## src/rtl/ibrgb_pkg.sv

```systemverilog
// Shared types and constants for the indexed bitmap to RGB24 core.
`timescale 1ns / 1ps

package ibrgb_pkg;

    localparam int MAX_WIDTH   = 4096;
    localparam int MAX_HEIGHT  = 4096;
    localparam int QUEUE_DEPTH = 4;
    localparam int QPTR_W      = 2;

    // x / 3 == (x * 0xAAAB) >> 17 for any x below 2^16
    localparam logic [15:0] DIV3_RECIP = 16'hAAAB;
    localparam int          DIV3_SHIFT = 17;

    localparam logic [14:0] ROW_ALIGN_MASK = ~15'd3;
    localparam logic [3:0]  NIBBLE_MASK    = 4'hF;

    // configuration register indexes
    localparam logic [1:0] CFG_PIXEL_FORMAT = 2'd0;
    localparam logic [1:0] CFG_IMAGE_WIDTH  = 2'd1;
    localparam logic [1:0] CFG_IMAGE_HEIGHT = 2'd2;
    localparam logic [1:0] CFG_COLORS_USED  = 2'd3;

    // request op codes
    localparam logic OP_PALETTE_WRITE = 1'b0;
    localparam logic OP_PIXEL_BYTE    = 1'b1;

    typedef enum logic [1:0] {
        FMT_4BPP  = 2'd0,
        FMT_8BPP  = 2'd1,
        FMT_RGB24 = 2'd2
    } fmt_t;

    typedef struct packed {
        logic [1:0]  pixel_format;
        logic [12:0] image_width;
        logic [12:0] image_height;
        logic [8:0]  colors_used;
    } ibrgb_cfg_t;

    // one queued job: a palette write, one or two pixels of one byte, or one 24-bit pixel
    typedef struct packed {
        logic        is_write;  // palette write: slot in idx0, color in rgb
        logic        direct;    // 24-bit pixel, color carried in rgb
        logic        two;       // two pixels (4 bpp pair)
        logic [7:0]  idx0;
        logic [7:0]  idx1;
        logic        bad0;
        logic        bad1;
        logic [23:0] rgb;       // {red, green, blue}
        logic [11:0] col;       // column of first pixel
        logic [11:0] row;
    } ibrgb_job_t;

endpackage

```

## src/rtl/ibrgb_queue.sv

```systemverilog
// Small register FIFO of jobs between the front and the back.
`timescale 1ns / 1ps

module ibrgb_queue
    import ibrgb_pkg::*;
(
    input  logic       clk,
    input  logic       rst_n,
    input  logic       push,
    input  ibrgb_job_t push_job,
    output logic       full,
    input  logic       pop,
    output logic       empty,
    output ibrgb_job_t head
);

    ibrgb_job_t          slots_reg [QUEUE_DEPTH];
    logic [QPTR_W-1:0]   wr_ptr_reg, wr_ptr_next;
    logic [QPTR_W-1:0]   rd_ptr_reg, rd_ptr_next;
    logic [QPTR_W:0]     count_reg, count_next;

    assign full  = (count_reg == (QPTR_W+1)'(QUEUE_DEPTH));
    assign empty = (count_reg == '0);
    assign head  = slots_reg[rd_ptr_reg];

    always_comb
    begin
        wr_ptr_next = push ? wr_ptr_reg + 1'b1 : wr_ptr_reg;
        rd_ptr_next = pop ? rd_ptr_reg + 1'b1 : rd_ptr_reg;
        count_next  = count_reg;
        if (push && !pop)
        begin
            count_next = count_reg + 1'b1;
        end
        else if (pop && !push)
        begin
            count_next = count_reg - 1'b1;
        end
    end

    always_ff @(posedge clk or negedge rst_n)
    begin
        if (!rst_n)
        begin
            wr_ptr_reg <= '0;
            rd_ptr_reg <= '0;
            count_reg  <= '0;
        end
        else
        begin
            wr_ptr_reg <= wr_ptr_next;
            rd_ptr_reg <= rd_ptr_next;
            count_reg  <= count_next;
        end
    end

    always_ff @(posedge clk)
    begin
        if (push)
        begin
            slots_reg[wr_ptr_reg] <= push_job;
        end
    end

endmodule

```

## config.mk

```make
export PLATFORM = sky130hd
export DESIGN_NAME = ibrgb_queue
export DESIGN_NICKNAME = d
export VERILOG_FILES = /design/src/rtl/ibrgb_pkg.sv /design/src/rtl/ibrgb_queue.sv
export SDC_FILE = /design/constraint.sdc
export NUM_CORES = 1
export LEC_CHECK = 0
export ABC_AREA = 1
export BUFFER_PORTS_ARGS = -buffer_cell sky130_fd_sc_hd__buf_4
export CORE_UTILIZATION = 41
export CTS_BUF_LIST = sky130_fd_sc_hd__clkbuf_16
export DETAILED_ROUTE_END_ITERATION = 12
export GPL_ROUTABILITY_DRIVEN = 0
export GPL_TIMING_DRIVEN = 0
export PLACE_DENSITY = 0.65
export SLEW_MARGIN = 5
export SYNTH_ARGS = -nofsm -noshare
export SYNTH_HDL_FRONTEND = slang
export SYNTH_SLANG_ARGS = --single-unit
```

## constraint.sdc

```tcl
create_clock -name clk -period 5.8 [get_ports clk]
set_input_delay 0.58 -clock clk [delete_from_list [all_inputs] [get_ports clk]]
set_output_delay 0.58 -clock clk [all_outputs]
set_load 0.1 [all_outputs]
```

==> results.cfg, run 1 <==
[yosys]
synth_seq_area_share = 0.714
synth_top_area_share = 0.699
synth.largest_area_cell = edfxtp_1
syn_nets = 932
synth_area_leaders = edfxtp_1 (70%), o211ai_2 (8.4%), nand2_1 (7.0%)
syn_area_per_cell_um2 = 13.9
ys.flop_type = edfxtp_1
syn_inst = 853
synth_area_mm2 = 0.0119
yosysWarnings = 0
async_reset_ff_frac = 0.0247
ys_seq_elements = 283
synth_edf_count = 276
ys_types = 21

[routing]
ant_nets = 0
firstDrtPassIters = 5
drc_errors = 0
dr_total_vias = 6806
avgViaCountPerCell = 4.76
routed_wl_um = 25000
wl_per_cell_um = 17.5
drtIter0Drc = 373

[place]
dp_hpwl_um = 15200
io_buffers = 143
dp_slack_ns = 3.62

[floorplanning]
core_mm2 = 0.0281
fp.dieH_um = 172
io_pins = 144
fp-row-count = 61
die_w_um = 172
die_area_mm2 = 0.0296
start_util = 0.422

[timing]
tightest_slew_ns = 0.567
rsz0062_at_grt = false
relSlewSlack = 0.622
fin_tns_setup_ns = 0
fmax_mhz = 378
min_period_over_period = 0.457
finClkSkew_ns = 0.0147
slew_viol_final = 0
finalCriticalPeriod_ns = 2.65
hold_viol = 0
whs_ns = 0.242
setup_viol = 0
layout_setup_ws_ns = 3.15

[clock_tree]
cts_tree = built
cts-buffers-inserted = 29
clk_pin_slew_worst_paths_ns = 0.06
clock_latency_ns = 0.54
cts_max_path_buffers = 3
cts_root_buf = clkbuf_16
htreeDepth = 1
clock_sinks = 283
cts-resized-gates = 0

[critical_path]
r2r-end = slots_reg[0][16]$_DFFE_PP_
cp-startpoint = rd_ptr_reg[1]$_DFFE_PN0P_
cp-start-kind = flop
rr_startpoint = wr_ptr_reg[0]$_DFFE_PN0P_
arrival_ns = 2.07
critPathMaxFanout = 10
reg2reg_slack_ns = 3.97
critPathRequiredTime_ns = 5.22
cp-endpoint = head[54]
reg2reg_depth = 5
path_class = flop to primary output
end_kind = primary output

[run]
cap_violations = 0

[worst_hold_path]
hold_depth = 1
hold_path.class = input port to flop

[global_routing]
grt_pass1_vias = 6907
grt-ovfl-total = 0
gr-usage-all-layers = 0.172
grt_pass1_wl_um = 38200
antenna_found_initial = 0
grt_max_degree = 37

[layout]
drive_above_1_share = 0.300
nets = 1111
diodes = 0
syn2layout_area_growth_pct = 21.2
largest_register_ffs = 276
postLayoutCoreUtil = 0.511

[outcome]
status = complete, no violations
[placed cells by master (no fill, tap or decap), types with 4 or more instances in the layout]
cell type  netlist  routed
clkinv_2         1       7
buf_4            2     145
nand2_1        220     220
ha_1             5       5
clkinv_1         0       7
clkbuf_16        0      29
inv_1          148     152
o211ai_2        80      80
edfxtp_1       276     276
dfrtp_1          7       7
o211ai_1        58      58
inv_4            0       4
buf_2           16      16
buf_6           26      26
[per-layer routing]
metal,global-route usage,part of all wire,vias to the layer above
li1,-,-,3329
met1,0.222,0.43,3272
met2,0.293,0.50,160
met3,0.0350,0.056,45
met4,0.0508,0.020,0
met5,0,0,-
[how the worst min path moves through the flow]
stage                      start                    endpoint  slack (ns)
floorplan                  rst_n    count_reg[0]$_DFFE_PN0P_        0.28
global placement           rst_n    count_reg[0]$_DFFE_PN0P_        0.40
detailed placement         rst_n    count_reg[2]$_DFFE_PN0P_        0.40
CTS                 push_job[57]  slots_reg[1][57]$_DFFE_PP_        0.22
global route        push_job[45]  slots_reg[2][45]$_DFFE_PP_        0.22
finish              push_job[27]  slots_reg[3][27]$_DFFE_PP_        0.24
[repair_timing]
| item | CTS | global route |
|---|---|---|
| hold buffers | 1 | 0 |
| buffers inserted | 0 | 0 |
| hold endpoints to repair | 7 | 0 |
| setup endpoints to repair | 0 | 0 |
[layout make-up]
cell class | count | area, um2
Tap cell | 378 | 473
Sequential cell | 283 | 8460
Multi-Input combinational cell | 373 | 2410
Inverter | 150 | 574
Clock buffer | 29 | 726
Clock inverter | 23 | 131
Buffer | 47 | 422
Timing Repair Buffer | 148 | 1170
Fill cell | 2417 | 13700
[stage by stage]
step                      area, um2  std cells
after detailed placement      13500       1378
after floorplan               11900        853
final                         14400       1431
after global placement        13400       1374
after CTS                     14400       1431
after global routing          14400       1431
[logic make-up after synthesis]
kind of cell    after synthesis  synth area share
flops                       283             0.714
simple gates                224            0.0715
buf+inv                     197            0.0832
compound gates              139             0.122
fa+ha+maj                     6           0.00697
xor+xnor                      4           0.00296
[synth_stat cells (2+ instances only)]
cell type    n
buf_2       16
buf_4        2
buf_6       26
buf_8        2
dfrtp_1      7
edfxtp_1   276
ha_1         5
inv_1      148
nand2_1    220
nor3_1       2
o211ai_1    58
o211ai_2    80
xor2_1       3
[worst max-delay path, stage by stage (launching register included)]
cell and delay, ns:
dfrtp_1 0.37, buf_6 0.14, clkinv_2 0.13, buf_2 0.33, o211ai_2 0.14, nand2_1 0.12
buf_4 0.30
Power of run 1 is left out: the tool's default activity adds up to more than one toggle a clock period on the data nets, which glitch-free logic cannot reach.
==> run 2, diff against run 1 <==
==> constraint.sdc (replaced) <==
create_clock -name clk -period 2.45 [get_ports clk]
set_input_delay 0.245 -clock clk [delete_from_list [all_inputs] [get_ports clk]]
set_output_delay 0.245 -clock clk [all_outputs]
set_load 0.1 [all_outputs]
==> results.cfg, run 2 (synthesized netlist as in run 1, its figures left out) <==
[floorplanning]
start_util = 0.422
die_w_um = 172
fp-row-count = 61
core_mm2 = 0.0281
fp.dieH_um = 172
io_pins = 144
die_area_mm2 = 0.0296

[timing]
setup_viol = 0
finClkSkew_ns = 0.0117
fmax_mhz = 443
hold_viol = 0
relSlewSlack = 0.622
slew_viol_final = 0
tightest_slew_ns = 0.568
rsz0062_at_grt = false
min_period_over_period = 0.921
finalCriticalPeriod_ns = 2.26

[layout]
fillers = 2372
largest_register_ffs = 276
nets = 1181
final_common_cell = edfxtp_1
drive_above_1_share = 0.281
final_cell_area_mm2 = 0.0151
syn2layout_area_growth_pct = 27.2
regArea_mm2 = 0.00846
multiInputGateArea_mm2 = 0.00241
final_cell_mix = edfxtp_1 (276), nand2_1 (220), inv_1 (152)

[routing]
ant_nets = 0
drc_errors = 0
dr_total_vias = 7106
drtIter0Drc = 385
wl_per_cell_um = 16.8
routed_wl_um = 25300
avgViaCountPerCell = 4.73
firstDrtPassIters = 4

[clock_tree]
htreeDepth = 1
cts_root_buf = clkbuf_16
cts-buffers-inserted = 29
clock_sinks = 283
cts_max_path_buffers = 3
cts_tree = built
clk_pin_slew_worst_paths_ns = 0.06
clock_latency_ns = 0.53

[critical_path]
crit_chain = buf_6 > clkinv_2 > buf_2 > o211ai_1 > nand2_1 > buf_4
cp_slowest_cell = dfrtp_1
critPathRequiredTime_ns = 2.20
critical_path_buf_inv_count = 4
critPathMaxFanout = 10
end_kind = primary output
critPathMaxStageDelay_ns = 0.37
path_class = flop to primary output
cpLargestDelayFamily = buffers and inverters
cp-start-kind = flop
arrival_ns = 2.01

[global_routing]
grt_pass1_vias = 7243
grt-ovfl-total = 0
grt_pass1_wl_um = 39200
gr-usage-all-layers = 0.175
antenna_found_initial = 2
grt_max_degree = 37

[place]
dpl_cell_area_mm2 = 0.0135
dp_hpwl_um = 15200
io_buffers = 143

[worst_hold_path]
hold_path.class = input port to asynchronous set/reset pin

[run]
cap_violations = 0

[outcome]
status = complete, no violations
==> run 2: changes by cell type in the layout (fill, tap and decap cells not counted), sizes merged <==
cell         delta
dlygate4sd3    +70
diode           +2
buf             -1
clkbuf          +1
==> run 2: final timing paths <==
kind                                      startpoint                          to  slack (ns)  cells past startpoint
min reg2reg                 count_reg[2]$_DFFE_PN0P_    count_reg[2]$_DFFE_PN0P_        0.52                      2
max in group asynchronous                      rst_n   wr_ptr_reg[1]$_DFFE_PN0P_        2.25                      2
max                        rd_ptr_reg[1]$_DFFE_PN0P_                    head[35]        0.19                      6
min in group clk                                push    count_reg[0]$_DFFE_PN0P_        0.12                      3
min                                            rst_n    count_reg[1]$_DFFE_PN0P_        0.06                      2
max reg2reg                wr_ptr_reg[0]$_DFFE_PN0P_  slots_reg[0][19]$_DFFE_PP_        0.62                      5
==> run 2: cell type report <==
type	count	area share
diodes	2	0.000332
plain buffers	47	0.0281
clock buffers	29	0.0481
clock inverters	23	0.00872
inverters	150	0.0381
multi-input cells	373	0.160
flip-flops and latches	283	0.561
well taps	378	0.0314
repair buffers	218	0.124
==> run 2: routing by layer <==
layer	vias to the layer above	routed length (um)	track usage
li1	3467	-	-
met1	3431	10900	0.226
met2	160	12700	0.301
met3	48	1190	0.0307
met4	0	543	0.0543
met5	-	0	0
==> run 2: per-stage QoR <==
| stage | setup WS, ns | setup TNS (ns) | instances | hold WS (ns) | utilization |
|---|---|---|---|---|---|
| after CTS | 0.0848 | 0 | 1501 | 0.0361 | 0.536 |
| after detailed placement | 0.600 | 0 | 1378 | 0.0688 | 0.481 |
| final | 0.193 | 0 | 1503 | 0.0588 | 0.537 |
| after global placement | -1.09 | -223.11 | 1374 | 0.0683 | 0.477 |
| after floorplan | -0.299 | -0.597 | 853 | -0.0506 | - |
| after global routing | 0.0639 | 0 | 1503 | 0.0424 | 0.537 |
==> run 2: what timing repair did <==
item	CTS	global route
buffers inserted	0	0
resized for setup	0	1
hold endpoints to repair	285	0
hold buffers	71	0
setup endpoints to repair	0	1
Power of run 2 is left out for the same reason.
==> run 3, diff against run 2 <==
--- a/config.mk
+++ b/config.mk
@@ -6,7 +6,8 @@
 export NUM_CORES = 1
 export LEC_CHECK = 0
 export ABC_AREA = 1
-export BUFFER_PORTS_ARGS = -buffer_cell sky130_fd_sc_hd__buf_4
+export BUFFER_PORTS_ARGS = -buffer_cell sky130_fd_sc_hd__buf_2
+export CORE_ASPECT_RATIO = 0.7
 export CORE_UTILIZATION = 41
 export CTS_BUF_LIST = sky130_fd_sc_hd__clkbuf_16
 export DETAILED_ROUTE_END_ITERATION = 12
==> constraint.sdc (replaced) <==
create_clock -name clk -period 2.6 [get_ports clk]
set_input_delay 0.26 -clock clk [delete_from_list [all_inputs] [get_ports clk]]
set_output_delay 0.26 -clock clk [all_outputs]
set_load 0.1 [all_outputs]
==> results.cfg, run 3 (synthesized netlist as in run 1, its figures left out) <==
[floorplanning]
fp-row-count = 51
die_w_um = 205
fp.dieH_um = 144
core_mm2 = 0.0281
die_area_mm2 = 0.0296
io_pins = 144
start_util = 0.421

[critical_path]
cp-startpoint = rd_ptr_reg[1]$_DFFE_PN0P_
path_class = flop to primary output
rr_startpoint = wr_ptr_reg[0]$_DFFE_PN0P_
arrival_ns = 2.23
end_kind = primary output
reg2reg_depth = 5
r2r-end = slots_reg[2][32]$_DFFE_PP_
critPathRequiredTime_ns = 2.34
cp-start-kind = flop
critPathMaxFanout = 10
reg2reg_slack_ns = 0.74

[clock_tree]
clock_sinks = 283
htreeDepth = 1
cts_tree = built
clk_pin_slew_worst_paths_ns = 0.07
cts_setup_buffers = 0
cts-buffers-inserted = 27
cts_max_path_buffers = 3
clock_latency_ns = 0.54
cts_root_buf = clkbuf_16

[timing]
setup_viol = 0
tightest_slew_ns = 0.543
finalCriticalPeriod_ns = 2.49
relSlewSlack = 0.640
fmax_mhz = 401
rsz0062_at_grt = false
slew_viol_final = 0
min_period_over_period = 0.959
layout_setup_ws_ns = 0.107
hold_viol = 0
whs_ns = 0.110
finClkSkew_ns = 0.0175

[routing]
firstDrtPassIters = 5
ant_nets = 0
dr_total_vias = 7080
drc_errors = 0
wl_per_cell_um = 17.5
avgViaCountPerCell = 4.75
drtIter0Drc = 410
routed_wl_um = 26000

[global_routing]
busiest_layer = met2
grt_max_degree = 43
met3_usage = 0.0327
grt_use_met2 = 0.299
grt-ovfl-total = 0
antenna_found_initial = 0
grt_pass1_vias = 7063
grt_pass1_wl_um = 39800
use_met1 = 0.248
gr-usage-all-layers = 0.179

[layout]
syn2layout_area_growth_pct = 24.3
nets = 1179
final_common_cell = edfxtp_1
fillers = 2319
final_cell_mix = edfxtp_1 (276), nand2_1 (220), buf_2 (157)
drive_above_1_share = 0.281
diodes = 0
final_cell_area_mm2 = 0.0147
largest_register_ffs = 276
multiInputGateArea_mm2 = 0.00241
regArea_mm2 = 0.00846

[outcome]
status = complete, no violations

[place]
dp_slack_ns = 0.636
io_buffers = 143
dp_hpwl_um = 15600
dpl_cell_area_mm2 = 0.0132

[worst_hold_path]
hold_path.class = input port to asynchronous set/reset pin

[run]
cap_violations = 0
## run 3: cell count changes in the layout (fill, tap and decap cells not counted), moves of 2 or more
cell | previous run | this run
buf_2 | 15 | 157
clkinv_2 | 7 | 5
clkbuf_16 | 29 | 27
buf_12 | 3 | 0
diode_2 | 2 | 0
inv_1 | 152 | 150
bufinv_16 | 1 | 4
buf_16 | 1 | 4
buf_4 | 145 | 2
## run 3: worst max-delay path by stage
stage | to | slack (ns)
after floorplan | empty | -0.16
after global placement | slots_reg[3][18]$_DFFE_PP_ | -1.01
after detailed placement | head[50] | 0.64
after CTS | head[50] | 0.05
after global routing | head[46] | 0.01
final | head[49] | 0.11
## run 3: per-layer routing
metal / wire length [um] / vias to the layer above
met5: 0 / -
met4: 338 / 0
met3: 1400 / 33
met2: 12400 / 173
met1: 11900 / 3411
li1: - / 3463
## run 3: metrics by stage
step / std cells / setup TNS [ns] / utilization
floorplan: 853 / -0.327 / -
global placement: 1367 / -199.57 / 0.463
detailed placement: 1371 / 0 / 0.467
CTS: 1490 / 0 / 0.524
global route: 1490 / 0 / 0.524
finish: 1490 / 0 / 0.524
## run 3: repair_timing
item | in CTS | in global routing
hold buffers | 71 | 0
endpoints found under the setup margin | 0 | 2
gates resized for setup | 0 | 2
hold endpoints to repair | 284 | 0
## run 3: critical path, cell delays in order (launching register included)
cell      delay, ns
dfrtp_1        0.37
buf_6          0.14
clkinv_2       0.14
buf_2          0.33
o211ai_2       0.13
nand2_1        0.12
buf_2          0.45
## run 3: layout make-up
class,instances,area share
tap,371,0.0315
timing repair buffer,218,0.105
clock inverter,21,0.0132
sequential,283,0.574
clock buffer,27,0.0458
inverter,150,0.0390
multi-input combinational,373,0.163
buffer,47,0.0286
Power of run 3 is left out for the same reason.
